## src/rtl/tfs_pkg.sv

```systemverilog
// tfs_pkg: shared constants, types and helpers for the telemetry frame stuffer
// frame byte values, escape codes, register map and frame/config types
// no dependencies
package tfs_pkg;

   localparam int FRAME_BYTES = 8;
   localparam int BYTE_IDX_W  = $clog2(FRAME_BYTES);
   localparam int SUM_W       = 11;
   localparam int CSR_ADDR_W  = 3;
   localparam int CSR_DATA_W  = 32;

   localparam logic [7:0] FLAG_BYTE      = 8'h7E;
   localparam logic [7:0] ESC_BYTE       = 8'h7D;
   localparam logic [7:0] FLAG_SUBST     = 8'h5E;
   localparam logic [7:0] ESC_SUBST      = 8'h5D;
   localparam logic [7:0] CHECK_BASE     = 8'hFF;
   localparam logic [7:0] STUFF_BYTE_RST = 8'h7D;
   localparam logic [7:0] FRAME_TYPE_RST = 8'h10;

   typedef enum logic {
      REG_STUFF_BYTE = 1'b0,
      REG_FRAME_TYPE = 1'b1
   } reg_index_type;

   typedef struct packed {
      logic [7:0] stuff_byte;
      logic [7:0] frame_type_byte;
   } cfg_regs_type;

   typedef logic [FRAME_BYTES-1:0][7:0] frame_bytes_type;

   function automatic logic is_special(input logic [7:0] b);
      return (b == FLAG_BYTE) || (b == ESC_BYTE);
   endfunction

   function automatic logic [7:0] subst_of(input logic [7:0] b);
      return (b == FLAG_BYTE) ? FLAG_SUBST : ESC_SUBST;
   endfunction

endpackage

```

## src/rtl/tfs_csr.sv

```systemverilog
// tfs_csr: apb-style configuration registers (stuff byte, frame type byte)
// depends on tfs_pkg
module tfs_csr
   import tfs_pkg::*;
(
   input  logic                  clock,
   input  logic                  reset,
   input  logic                  csr_psel,
   input  logic                  csr_penable,
   input  logic                  csr_pwrite,
   input  logic [CSR_ADDR_W-1:0] csr_paddr,
   input  logic [CSR_DATA_W-1:0] csr_pwdata,
   output logic [CSR_DATA_W-1:0] csr_prdata,
   output logic                  csr_pready,
   output cfg_regs_type          cfg
);

   cfg_regs_type  cfg_ff;
   cfg_regs_type  cfg_in;
   reg_index_type reg_sel;
   logic          wr_en;

   assign reg_sel    = reg_index_type'(csr_paddr[2]);
   assign wr_en      = csr_psel && csr_penable && csr_pwrite;
   assign csr_pready = 1'b1;
   assign cfg        = cfg_ff;

   always_comb begin
      cfg_in = cfg_ff;
      if (wr_en) begin
         unique case (reg_sel)
            REG_STUFF_BYTE: cfg_in.stuff_byte      = csr_pwdata[7:0];
            REG_FRAME_TYPE: cfg_in.frame_type_byte = csr_pwdata[7:0];
            default:        cfg_in = cfg_ff;
         endcase
      end
   end

   always_comb begin
      unique case (reg_sel)
         REG_STUFF_BYTE: csr_prdata = {{(CSR_DATA_W-8){1'b0}}, cfg_ff.stuff_byte};
         REG_FRAME_TYPE: csr_prdata = {{(CSR_DATA_W-8){1'b0}}, cfg_ff.frame_type_byte};
         default:        csr_prdata = '0;
      endcase
   end

   always_ff @(posedge clock) begin
      if (reset) begin
         cfg_ff.stuff_byte      <= STUFF_BYTE_RST;
         cfg_ff.frame_type_byte <= FRAME_TYPE_RST;
      end else begin
         cfg_ff <= cfg_in;
      end
   end

endmodule

```

## src/rtl/tfs_frame_pipe.sv

```systemverilog
// tfs_frame_pipe: three-stage frame builder (capture, byte sum, fold and check byte)
// depends on tfs_pkg
module tfs_frame_pipe
   import tfs_pkg::*;
(
   input  logic            clock,
   input  logic            reset,
   input  logic            in_valid,
   output logic            in_stall,
   input  logic [15:0]     in_data_id,
   input  logic [31:0]     in_value,
   input  logic [7:0]      frame_type_byte,
   output logic            out_valid,
   input  logic            out_stall,
   output frame_bytes_type out_frame
);

   logic            v1_ff, v2_ff, v3_ff;
   logic            v1_in, v2_in, v3_in;
   logic            adv1, adv2, adv3;

   frame_bytes_type frame1_ff, frame2_ff, frame3_ff;
   logic [SUM_W-1:0] sum2_ff;
   logic [SUM_W-1:0] sum2_in;

   logic [8:0]      fold_a;
   logic [7:0]      fold_b;
   frame_bytes_type frame3_in;

   assign adv3 = !v3_ff || !out_stall;
   assign adv2 = !v2_ff || adv3;
   assign adv1 = !v1_ff || adv2;

   assign v1_in = adv1 ? in_valid : v1_ff;
   assign v2_in = adv2 ? v1_ff : v2_ff;
   assign v3_in = adv3 ? v2_ff : v3_ff;

   assign in_stall  = !adv1;
   assign out_valid = v3_ff;
   assign out_frame = frame3_ff;

   // plain byte sum of the seven bytes ahead of the check byte
   always_comb begin
      sum2_in = '0;
      for (int i = 0; i < FRAME_BYTES - 1; i++) begin
         sum2_in = sum2_in + {{(SUM_W-8){1'b0}}, frame1_ff[i]};
      end
   end

   // end-around carry fold, same as folding after every byte
   always_comb begin
      fold_a    = {1'b0, sum2_ff[7:0]} + {6'b0, sum2_ff[SUM_W-1:8]};
      fold_b    = fold_a[7:0] + {7'b0, fold_a[8]};
      frame3_in = frame2_ff;
      frame3_in[FRAME_BYTES-1] = CHECK_BASE - fold_b;
   end

   always_ff @(posedge clock) begin
      if (reset) begin
         v1_ff <= 1'b0;
         v2_ff <= 1'b0;
         v3_ff <= 1'b0;
      end else begin
         v1_ff <= v1_in;
         v2_ff <= v2_in;
         v3_ff <= v3_in;
      end
   end

   always_ff @(posedge clock) begin
      if (adv1) begin
         frame1_ff <= {8'h00, in_value[31:24], in_value[23:16], in_value[15:8],
                       in_value[7:0], in_data_id[15:8], in_data_id[7:0],
                       frame_type_byte};
      end
      if (adv2) begin
         frame2_ff <= frame1_ff;
         sum2_ff   <= sum2_in;
      end
      if (adv3) begin
         frame3_ff <= frame3_in;
      end
   end

endmodule

```

## src/rtl/tfs_escaper.sv

```systemverilog
// tfs_escaper: byte serialiser with escape insertion and last-byte marking
// depends on tfs_pkg
module tfs_escaper
   import tfs_pkg::*;
(
   input  logic            clock,
   input  logic            reset,
   input  logic [7:0]      stuff_byte,
   input  logic            in_valid,
   output logic            in_stall,
   input  frame_bytes_type in_frame,
   output logic            out_valid,
   input  logic            out_stall,
   output logic [7:0]      out_byte,
   output logic            out_last
);

   frame_bytes_type       frame_ff, frame_in;
   logic [BYTE_IDX_W-1:0] idx_ff, idx_in;
   logic                  pair_ff, pair_in;
   logic                  busy_ff, busy_in;

   logic [7:0] cur;
   logic       special;
   logic       take;
   logic       free;
   logic       load;

   assign cur      = frame_ff[idx_ff];
   assign special  = is_special(cur);
   assign out_last = (idx_ff == BYTE_IDX_W'(FRAME_BYTES - 1)) && (!special || pair_ff);
   assign take     = busy_ff && !out_stall;
   assign free     = !busy_ff || (take && out_last);
   assign load     = in_valid && free;

   assign out_valid = busy_ff;
   assign in_stall  = !free;

   always_comb begin
      priority if (!special) begin
         out_byte = cur;
      end else if (!pair_ff) begin
         out_byte = stuff_byte;
      end else begin
         out_byte = subst_of(cur);
      end
   end

   always_comb begin
      frame_in = frame_ff;
      idx_in   = idx_ff;
      pair_in  = pair_ff;
      busy_in  = busy_ff;
      priority if (load) begin
         frame_in = in_frame;
         idx_in   = '0;
         pair_in  = 1'b0;
         busy_in  = 1'b1;
      end else if (take) begin
         if (special && !pair_ff) begin
            pair_in = 1'b1;
         end else begin
            pair_in = 1'b0;
            if (out_last) begin
               busy_in = 1'b0;
            end else begin
               idx_in = idx_ff + 1'b1;
            end
         end
      end
   end

   always_ff @(posedge clock) begin
      if (reset) begin
         idx_ff  <= '0;
         pair_ff <= 1'b0;
         busy_ff <= 1'b0;
      end else begin
         idx_ff  <= idx_in;
         pair_ff <= pair_in;
         busy_ff <= busy_in;
      end
   end

   always_ff @(posedge clock) begin
      frame_ff <= frame_in;
   end

endmodule

```

## src/rtl/telemetry_frame_stuffer_core.sv

```systemverilog
// telemetry_frame_stuffer_core: top level, csr block, frame pipeline and escaper
// a request's first byte passes the capture, sum and fold registers, then the escaper
// throughput: one byte per cycle unless rsp_stall holds it, 8 to 16 bytes per request
// the three-stage front end takes a request every cycle until it fills behind the output
// reset: synchronous, clears all valid and sequencing state, stuff byte 0x7d, frame type 0x10
// depends on tfs_pkg, tfs_csr, tfs_frame_pipe, tfs_escaper
module telemetry_frame_stuffer_core
   import tfs_pkg::*;
(
   input  logic                  clock,
   input  logic                  reset,
   input  logic                  req_valid,
   output logic                  req_stall,
   input  logic [15:0]           req_data_id,
   input  logic [31:0]           req_value,
   output logic                  rsp_valid,
   input  logic                  rsp_stall,
   output logic [7:0]            rsp_out_byte,
   output logic                  rsp_last_byte,
   input  logic                  csr_psel,
   input  logic                  csr_penable,
   input  logic                  csr_pwrite,
   input  logic [CSR_ADDR_W-1:0] csr_paddr,
   input  logic [CSR_DATA_W-1:0] csr_pwdata,
   output logic [CSR_DATA_W-1:0] csr_prdata,
   output logic                  csr_pready
);

   cfg_regs_type    cfg;
   logic            frame_valid;
   logic            frame_stall;
   frame_bytes_type frame;

   tfs_csr u_csr (
      .clock       (clock),
      .reset       (reset),
      .csr_psel    (csr_psel),
      .csr_penable (csr_penable),
      .csr_pwrite  (csr_pwrite),
      .csr_paddr   (csr_paddr),
      .csr_pwdata  (csr_pwdata),
      .csr_prdata  (csr_prdata),
      .csr_pready  (csr_pready),
      .cfg         (cfg)
   );

   tfs_frame_pipe u_frame_pipe (
      .clock           (clock),
      .reset           (reset),
      .in_valid        (req_valid),
      .in_stall        (req_stall),
      .in_data_id      (req_data_id),
      .in_value        (req_value),
      .frame_type_byte (cfg.frame_type_byte),
      .out_valid       (frame_valid),
      .out_stall       (frame_stall),
      .out_frame       (frame)
   );

   tfs_escaper u_escaper (
      .clock      (clock),
      .reset      (reset),
      .stuff_byte (cfg.stuff_byte),
      .in_valid   (frame_valid),
      .in_stall   (frame_stall),
      .in_frame   (frame),
      .out_valid  (rsp_valid),
      .out_stall  (rsp_stall),
      .out_byte   (rsp_out_byte),
      .out_last   (rsp_last_byte)
   );

endmodule
```

## config.mk

```make
export PLATFORM = sky130hd
export DESIGN_NAME = telemetry_frame_stuffer_core
export DESIGN_NICKNAME = d
export VERILOG_FILES = /design/src/rtl/tfs_pkg.sv /design/src/rtl/tfs_csr.sv /design/src/rtl/tfs_frame_pipe.sv /design/src/rtl/tfs_escaper.sv /design/src/rtl/telemetry_frame_stuffer_core.sv
export SDC_FILE = /design/constraint.sdc
export NUM_CORES = 1
export LEC_CHECK = 0
export ABC_AREA = 1
export BUFFER_PORTS_ARGS = -buffer_cell sky130_fd_sc_hd__buf_2
export CORE_ASPECT_RATIO = 1.25
export CORE_MARGIN = 8
export CORE_UTILIZATION = 55
export DETAILED_ROUTE_END_ITERATION = 10
export PLACE_DENSITY_LB_ADDON = 0.3
export SLEW_MARGIN = 30
export SYNTH_ARGS = -nofsm -noshare
export SYNTH_HDL_FRONTEND = slang
export SYNTH_HIERARCHICAL = 1
export SYNTH_SLANG_ARGS = --single-unit
```

## constraint.sdc

```tcl
create_clock -name clock -period 11 [get_ports clock]
set_input_delay 1.1 -clock clock [delete_from_list [all_inputs] [get_ports clock]]
set_output_delay 1.1 -clock clock [all_outputs]
set_load 0.01 [all_outputs]
```

==> metrics.csv, run 1 <==
stage,metric,value,unit
finish,most frequent cells in the layout,"sky130_fd_sc_hd__edfxtp_1, sky130_fd_sc_hd__nand2_1, sky130_fd_sc_hd__inv_1",
routing,met1 routed wirelength after detailed routing,7880,um
timing,fraction of the cycle the final worst path needs,51.9,%
timing,Fmax,175,MHz
min_path,path category of the worst min-delay check,flop to flop,
routing,Via-to-Cell Ratio,4.77,
finish,antenna cells,0,
timing,Slew HR,37.0,%
clock_tree,Post CTS Setup Buffer Count,0,
power,switching power,727,uW
clock_tree,Root Buffer,sky130_fd_sc_hd__clkbuf_16,
clock_tree,clock tree from TritonCTS,done,
logic_synthesis,post-synthesis cell type count,39,
setup_path,biggest fanout along the worst timing path,69,
routing,count of unresolved DRC violations after routing,0,
logic_synthesis,flip-flop and latch count after synthesis,275,
clock_tree,CTS buffer count,25,
floorplan,area inside the core boundary,0.0214,mm2
routing,detailed route wirelength on metal2,10900,um
finish,most frequent standard cell in the layout excluding fill and tap cells,sky130_fd_sc_hd__edfxtp_1,
logic_synthesis,post-synthesis cell type with the largest combined area,sky130_fd_sc_hd__edfxtp_1,
setup_path,"Top cell by count, worst path",sky130_fd_sc_hd__nand2_1,
logic_synthesis,cells taking the most area after synthesis,"sky130_fd_sc_hd__edfxtp_1, sky130_fd_sc_hd__fa_1, sky130_fd_sc_hd__nand2_1",
finish,final design instance area without fill,0.0132,mm2
floorplan,Die Outline Area,0.0266,mm2
power,combinational cell fraction of total power,20.9,%
clock_tree,post-cts sizing count,0,
power,power density of the placed cells,201,mW/mm2
setup_path,largest stage delay on the critical path,920,ps
power,share of power burned in registers,48.6,%
clock_tree,H-Tree Depth,1,
placed_design,count of buffers from port buffering,82,
status,status,"finished, final reports clean",
setup_path,list of cells traversed by the critical path,inv_4 -> nand3_1 -> nand2_1 -> nand2_1 -> nand2_1 -> nand2_1 -> nand2_2 -> nand4_4 -> nand3_2 -> nand2_2 -> inv_2 -> nand2_2 -> buf_4 -> nor2_1 -> inv_2 -> buf_4 -> nor2_1 -> buf_2,
logic_synthesis,sequential-to-total area share from yosys stat,67.3,%
global_routing,first-pass GRT wire length,32400,um
global_routing,via count of the first global-routing pass,6513,
power,Switching Share,27.3,%
setup_path,Stages on worst setup path,18,
setup_path,cell with the biggest individual delay on the critical path,sky130_fd_sc_hd__dfxtp_1,
clock_tree,hold buffer count at CTS,0,
floorplan,Vert. Die Dim,180,um
clock_tree,insertion delay of the later-clocked pin in the worst-skew pair,510,ps
setup_path,logic depth of the worst register-to-register path,19,
routing,number of violations reported at the end of detailed-routing iteration 0,373,
timing,final critical delay including setup and external delays,5710,ps
global_routing,All-Layer GR Usage,15.4,%
clock_tree,TritonCTS Sinks,275,
global_routing,overflow left after global routing,0,
power,Static Leakage,0.00587,uW
global_routing,antenna violations before repair,0,
timing,Slew @ Worst Pin,946,ps
logic_synthesis,most used flip-flop cell after synthesis,sky130_fd_sc_hd__edfxtp_1,
floorplan,effective utilization at floorplan,55.6,%
logic_synthesis,"Async S/R FF share, synth",0,%
logic_synthesis,post-synth design cell area,0.0119,mm2
power,Clk network pwr share,30.6,%
logic_synthesis,average cell area after synthesis,12.7,um2
setup_path,required time of the critical path,9900,ps
logic_synthesis,post-synthesis cell count,939,
timing,final max-slew violation count,0,
clock_tree,Clock Tree Buf Depth,3,
routing,sum of routed wire length over all layers,20300,um
min_path,Worst Hold Path Cells,0,
routing,Vias,6355,
setup_path,number of buffers and inverters on the critical path,6,
power,Worst VDD drop,0.147,mV
clock_tree,"Clk pin slew, worst setup/hold paths",60,ps
finish,Post-Route Utilization,61.8,%
routing,iteration count of the initial detailed-routing pass,5,
timing,Clock Skew,11.1,ps
power,post-layout total power,2660,uW
setup_path,"delay-heaviest family, CP",buffers and inverters,
finish,Nets,1184,
logic_synthesis,number of enable-type register cells in the synthesized netlist,251,
timing,Final setup violation count,0,
power,Int Power,1940,uW
logic_synthesis,share of Yosys cell area claimed by the top area cell type,63.3,%
floorplan,I/O pin cnt,134,
setup_path,startpoint class of the critical path,flop,
timing,final hold violation count,0,
timing,setup repair after global routing missed its margin,false,
setup_path,type of the worst setup path,flop to output pin,
routing,met3 layer wire length in the routed design,1010,um
setup_path,type of element capturing the critical path,output pin,
placed_design,final estimated routing congestion in global placement,0.811,
logic_synthesis,total number of yosys warnings,6,
floorplan,site row count,60,
timing,TNS Setup,0,ps
routing,antenna-violating nets left,0,
placed_design,cell area reported after detailed placement,0.0125,mm2
routing,highest routed metal layer,met4,
finish,signed area change from the synthesized netlist to the final layout,11.1,%
setup_path,data arrival time of the critical path,4610,ps
global_routing,pin count of the biggest net entering global routing,70,
finish,share of final-layout standard cells stronger than drive strength 1,15.5,%
flow_run,maxcap violations,0,
routing,mean routed wirelength per cell,15.3,um
floorplan,width of the die,148,um
placed_design,total half-perimeter wirelength after legalization and detailed placement,14300,um
Yosys cell counts, types with 2 or more instances:
cell type	count
sky130_fd_sc_hd__a21o_1	2
sky130_fd_sc_hd__fa_1	39
sky130_fd_sc_hd__dfxtp_1	24
sky130_fd_sc_hd__inv_4	2
sky130_fd_sc_hd__o21ai_1	7
sky130_fd_sc_hd__inv_1	172
sky130_fd_sc_hd__xnor2_1	3
sky130_fd_sc_hd__nand2_1	196
sky130_fd_sc_hd__ha_1	20
sky130_fd_sc_hd__inv_2	5
sky130_fd_sc_hd__o21a_1	2
sky130_fd_sc_hd__a21oi_1	8
sky130_fd_sc_hd__nor2_8	3
sky130_fd_sc_hd__nand3_1	66
sky130_fd_sc_hd__buf_2	3
sky130_fd_sc_hd__buf_6	10
sky130_fd_sc_hd__xor2_1	6
sky130_fd_sc_hd__nor2_2	2
sky130_fd_sc_hd__nand3_2	5
sky130_fd_sc_hd__nor2_4	4
sky130_fd_sc_hd__conb_1	2
sky130_fd_sc_hd__nand2_2	11
sky130_fd_sc_hd__edfxtp_1	251
sky130_fd_sc_hd__buf_4	27
sky130_fd_sc_hd__nor2_1	47
sky130_fd_sc_hd__nand4_1	7
sky130_fd_sc_hd__nand2_4	2
sky130_fd_sc_hd__o21ai_0	2
registers in the layout, indices dropped and copies added (netlist names):
register and flops:
u_escaper/frame_ff 64, u_frame_pipe/frame2_ff 56, u_escaper/pair_ff 1, u_frame_pipe/v2_ff 1, u_frame_pipe/frame1_ff 56, u_frame_pipe/v1_ff 1, u_frame_pipe/sum2_ff 11, u_escaper/idx_ff 3
u_frame_pipe/out_valid 1, u_frame_pipe/out_frame 64, u_escaper/out_valid 1, u_csr/cfg 16
kinds of logic after synthesis:
family	count (synthesis)	synth area share, %
other cells	2	0.0631
buf+inv	222	8.60
fa+ha+maj	59	8.66
compound gates	26	1.30
xor+xnor	9	0.662
simple gates	346	13.4
flops	275	67.3
routing by layer:
layer / up-vias / global-route usage, %
met5: - / 0
met4: 0 / 5.60
met3: 36 / 2.56
met2: 142 / 28.3
met1: 2983 / 17.5
li1: 3194 / -
worst paths after layout:
check                              from                         end  slack [ps]
min reg2reg  u_frame_pipe/out_frame[53]      u_escaper/frame_ff[53]         410
max reg2reg         u_escaper/idx_ff[1]  u_frame_pipe/frame1_ff[35]        6040
max                 u_escaper/idx_ff[1]                   req_stall        5290
min          u_frame_pipe/out_frame[53]      u_escaper/frame_ff[53]         410
per-stage QoR:
step	hold WS, ps	instances	setup WS (ps)
floorplan	400	962	4860
global placement	400	1287	5690
detailed placement	405	1287	5660
CTS	410	1332	5070
global route	416	1332	4770
finish	408	1332	5290
area by class of cell:
type | instances | area [um2]
well taps | 279 | 349
flip-flops and latches | 275 | 8020
repair buffers | 87 | 448
inverters | 181 | 689
fillers | 1689 | 8170
multi-input cells | 465 | 2950
clock inverters | 18 | 136
clock buffers | 27 | 633
worst reg2reg max path: stages, from the launching register on:
cell                      delay [ps]
sky130_fd_sc_hd__dfxtp_1         920
sky130_fd_sc_hd__inv_4           250
sky130_fd_sc_hd__nand3_1         210
sky130_fd_sc_hd__nand2_1          60
sky130_fd_sc_hd__nand2_1          50
sky130_fd_sc_hd__nand2_1          70
sky130_fd_sc_hd__nand2_1         100
sky130_fd_sc_hd__nand2_2          90
sky130_fd_sc_hd__nand4_4         190
sky130_fd_sc_hd__nand3_2         100
sky130_fd_sc_hd__nand2_2          90
sky130_fd_sc_hd__inv_2            40
sky130_fd_sc_hd__nand2_2          50
sky130_fd_sc_hd__buf_4           620
sky130_fd_sc_hd__nor2_1          110
sky130_fd_sc_hd__inv_2            70
sky130_fd_sc_hd__buf_4           690
sky130_fd_sc_hd__nor2_1          180
sky130_fd_sc_hd__inv_2            80
sky130_fd_sc_hd__buf_4           570
power groups by stage:
| stage | clock, uW | combinational, uW | sequential (uW) |
|---|---|---|---|
| detailed placement | 0 | 563 | 1320 |
| finish | 814 | 556 | 1290 |
| CTS | 834 | 566 | 1290 |
| global route | 874 | 646 | 1300 |
| global placement | 0 | 544 | 1310 |
| floorplan | 0 | 442 | 1300 |
Note: power is estimated with default switching activity, not from simulation.
==> run 2, diff against run 1 <==
--- a/config.mk
+++ b/config.mk
@@ -5,7 +5,7 @@
 export SDC_FILE = /design/constraint.sdc
 export NUM_CORES = 1
 export LEC_CHECK = 0
-export ABC_AREA = 1
+export ABC_AREA = 0
 export BUFFER_PORTS_ARGS = -buffer_cell sky130_fd_sc_hd__buf_2
 export CORE_ASPECT_RATIO = 1.25
 export CORE_MARGIN = 8
==> constraint.sdc (replaced) <==
create_clock -name clock -period 5.6 [get_ports clock]
set_input_delay 0.56 -clock clock [delete_from_list [all_inputs] [get_ports clock]]
set_output_delay 0.56 -clock clock [all_outputs]
set_load 0.01 [all_outputs]
==> metrics.csv, run 2 <==
stage,metric,value,unit,change
status,status,"finished, final reports clean",,
logic_synthesis,post-synthesis cell type count,53,,+36%
power,power density of the placed cells,409,mW/mm2,+100%
timing,Slew HR,42.4,%,+5.5 points
logic_synthesis,number of enable-type register cells in the synthesized netlist,251,,unchanged
clock_tree,"Clk pin slew, worst setup/hold paths",60,ps,about the same
timing,Clock Skew,14.2,ps,+3.08 ps
clock_tree,Clock Tree Buf Depth,3,,unchanged
logic_synthesis,post-synthesis cell count,660,,-30%
min_path,path category of the worst min-delay check,primary input to flop,,
finish,signed area change from the synthesized netlist to the final layout,13.0,%,
routing,Via-to-Cell Ratio,4.95,,+3.7%
clock_tree,post-cts sizing count,0,,unchanged
timing,Final setup violation count,0,,unchanged
clock_tree,hold buffer count at CTS,0,,unchanged
timing,setup repair after global routing missed its margin,false,,
routing,count of unresolved DRC violations after routing,0,,unchanged
global_routing,antenna violations before repair,0,,unchanged
routing,number of violations reported at the end of detailed-routing iteration 0,252,,-32%
power,Static Leakage,0.00502,uW,-15%
power,switching power,1320,uW,+82%
clock_tree,clock tree from TritonCTS,done,,
timing,Slew @ Worst Pin,864,ps,-82.0 ps
power,post-layout total power,5230,uW,+96%
logic_synthesis,post-synthesis cell type with the largest combined area,sky130_fd_sc_hd__edfxtp_1,,
placed_design,final estimated routing congestion in global placement,0.790,,-2.6%
clock_tree,Post CTS Setup Buffer Count,0,,unchanged
timing,fraction of the cycle the final worst path needs,89.8,%,
setup_path,type of element capturing the critical path,output pin,,
timing,Fmax,199,MHz,
floorplan,Die Outline Area,0.0254,mm2,-4.5%
placed_design,count of buffers from port buffering,82,,unchanged
clock_tree,insertion delay of the later-clocked pin in the worst-skew pair,530,ps,+20 ps
logic_synthesis,most used flip-flop cell after synthesis,sky130_fd_sc_hd__edfxtp_1,,
timing,TNS Setup,0,ps,unchanged
logic_synthesis,sequential-to-total area share from yosys stat,70.9,%,+3.6 points
placed_design,Placed Cells,1004,,-22%
routing,Vias,5207,,-18%
timing,final hold violation count,0,,unchanged
global_routing,pin count of the biggest net entering global routing,39,,-44%
clock_tree,Root Buffer,sky130_fd_sc_hd__clkbuf_16,,
logic_synthesis,average cell area after synthesis,17.1,um2,+35%
global_routing,overflow left after global routing,0,,unchanged
clock_tree,CTS buffer count,26,,+4.0%
finish,most frequent cells in the layout,"sky130_fd_sc_hd__edfxtp_1, sky130_fd_sc_hd__inv_1, sky130_fd_sc_hd__buf_2",,
floorplan,site row count,58,,-3.3%
logic_synthesis,share of Yosys cell area claimed by the top area cell type,66.7,%,+3.3 points
floorplan,width of the die,144,um,-2.3%
routing,sum of routed wire length over all layers,18500,um,-9.2%
floorplan,effective utilization at floorplan,56.0,%,+0.40 points
power,Switching Share,25.3,%,-2.0 points
timing,final max-slew violation count,0,,unchanged
routing,iteration count of the initial detailed-routing pass,5,,unchanged
logic_synthesis,cells taking the most area after synthesis,"sky130_fd_sc_hd__edfxtp_1, sky130_fd_sc_hd__fa_1, sky130_fd_sc_hd__dfxtp_1",,
floorplan,Vert. Die Dim,176,um,-2.3%
setup_path,data arrival time of the critical path,4470,ps,-140 ps
setup_path,biggest fanout along the worst timing path,27,,-61%
logic_synthesis,"top cells by count, synth","sky130_fd_sc_hd__edfxtp_1, sky130_fd_sc_hd__inv_1, sky130_fd_sc_hd__nor2_1",,
flow_run,maxcap violations,0,,unchanged
logic_synthesis,"Async S/R FF share, synth",0,%,unchanged
power,Int Power,3910,uW,+100%
global_routing,via count of the first global-routing pass,5649,,-13%
finish,Layout fillers,1479,,-12%
routing,antenna-violating nets left,0,,unchanged
finish,Nets,911,,-23%
global_routing,All-Layer GR Usage,14.9,%,-0.46 points
routing,mean routed wirelength per cell,17.5,um,+15%
power,share of power burned in registers,48.7,%,about the same
finish,most frequent standard cell in the layout excluding fill and tap cells,sky130_fd_sc_hd__edfxtp_1,,
floorplan,area inside the core boundary,0.0202,mm2,-5.7%
finish,antenna cells,0,,unchanged
setup_path,type of the worst setup path,flop to output pin,,
logic_synthesis,post-synth design cell area,0.0113,mm2,-5.0%
timing,final critical delay including setup and external delays,5030,ps,
power,Worst VDD drop,0.229,mV,+55%
setup_path,startpoint class of the critical path,flop,,
placed_design,total half-perimeter wirelength after legalization and detailed placement,13300,um,-7.2%
power,combinational cell fraction of total power,18.5,%,-2.4 points
logic_synthesis,most used standard cell by instance count after synthesis,sky130_fd_sc_hd__edfxtp_1,,
global_routing,first-pass GRT wire length,29300,um,-9.5%
setup_path,required time of the critical path,5040,ps,-4860 ps
finish,"number of standard cells in the layout, taps in and fillers out",1052,,-21%
clock_tree,TritonCTS Sinks,275,,unchanged
clock_tree,H-Tree Depth,1,,unchanged
finish,share of final-layout standard cells stronger than drive strength 1,21.5,%,+6.0 points
floorplan,I/O pin cnt,134,,unchanged
logic_synthesis,total number of yosys warnings,6,,unchanged
power,Clk network pwr share,32.8,%,+2.2 points
logic_synthesis,flip-flop and latch count after synthesis,275,,unchanged
run 2: cell count changes after synthesis, moves of 10 or more:
cell	change
sky130_fd_sc_hd__mux2_2	+10
sky130_fd_sc_hd__nand2_1	-185
sky130_fd_sc_hd__inv_1	-82
sky130_fd_sc_hd__mux2i_1	+22
sky130_fd_sc_hd__nand3_1	-63
sky130_fd_sc_hd__xnor2_1	+10
sky130_fd_sc_hd__nand2b_1	+17
sky130_fd_sc_hd__mux4_2	+10
sky130_fd_sc_hd__nand2_2	-11
run 2: cells by family (layout without fill, tap and decap cells):
kind of cell    Yosys count  after routing  synth area share, %
simple gates             92             92                 4.15
xor+xnor                 20             20                 1.62
other cells               2             25               0.0664
fa+ha+maj                59             59                 9.12
flops                   275            275                 70.9
compound gates           34             34                 2.09
buf+inv                 129            228                 5.59
mux                      49             49                 6.46
run 2: final cells by class:
type	count	area, um2	share of cell area [%]
repair buffers	90	483	3.78
flip-flops and latches	275	8020	62.7
clock buffers	29	662	5.18
multi-input cells	279	2750	21.5
clock inverters	19	194	1.52
well taps	270	338	2.64
inverters	90	338	2.64
run 2: worst paths after layout:
kind                            depth (start not counted)                       start                          to  slack, ps
worst min-delay path                                    1               req_value[29]  u_frame_pipe/frame1_ff[53]        200
worst max-delay path                                   11         u_escaper/idx_ff[0]                   req_stall        570
worst max register to register                         10         u_escaper/idx_ff[0]  u_frame_pipe/frame1_ff[20]       1220
worst min register to register                          0  u_frame_pipe/out_frame[51]      u_escaper/frame_ff[51]        410
run 2: metal layers:
metal  vias to the layer above  share of wire (%)  track usage (%)
li1                       2491                  -                -
met1                      2552                 39             18.0
met2                       136                 52             26.8
met3                        28                6.2             2.49
met4                         0                2.1             4.65
met5                         -                  0                0
run 2: power by group through the flow:
stage                     registers, uW  logic (uW)  clock network [uW]
after CTS                          2550         978                1750
after detailed placement           2590         967                   0
after global routing               2560        1100                1820
after global placement             2580         936                   0
final                              2550         969                1720
after floorplan                    2540         793                   0
run 2: per-stage QoR:
stage | utilization (%) | instance area, um2 | setup slack [ps] | hold slack [ps]
4_1_cts | 63.4 | 12800 | 484 | 179
5_1_grt | 63.4 | 12800 | 205 | 185
6_report | 63.4 | 12800 | 569 | 203
3_5_place_dp | 59.1 | 11900 | 1070 | 405
2_1_floorplan | - | 11400 | 1040 | 400
3_3_place_gp | 59.1 | 11900 | 1130 | 401
run 2: critical path: stages (launching register included):
cell                      delay, ps
sky130_fd_sc_hd__dfxtp_1        540
sky130_fd_sc_hd__buf_4          350
sky130_fd_sc_hd__mux4_2         590
sky130_fd_sc_hd__mux2_2         340
sky130_fd_sc_hd__xnor2_1        200
sky130_fd_sc_hd__or4_4          530
sky130_fd_sc_hd__a31o_2         300
sky130_fd_sc_hd__inv_1           90
sky130_fd_sc_hd__and3_1         230
sky130_fd_sc_hd__nand2_2        420
sky130_fd_sc_hd__inv_1          180
sky130_fd_sc_hd__buf_2          150
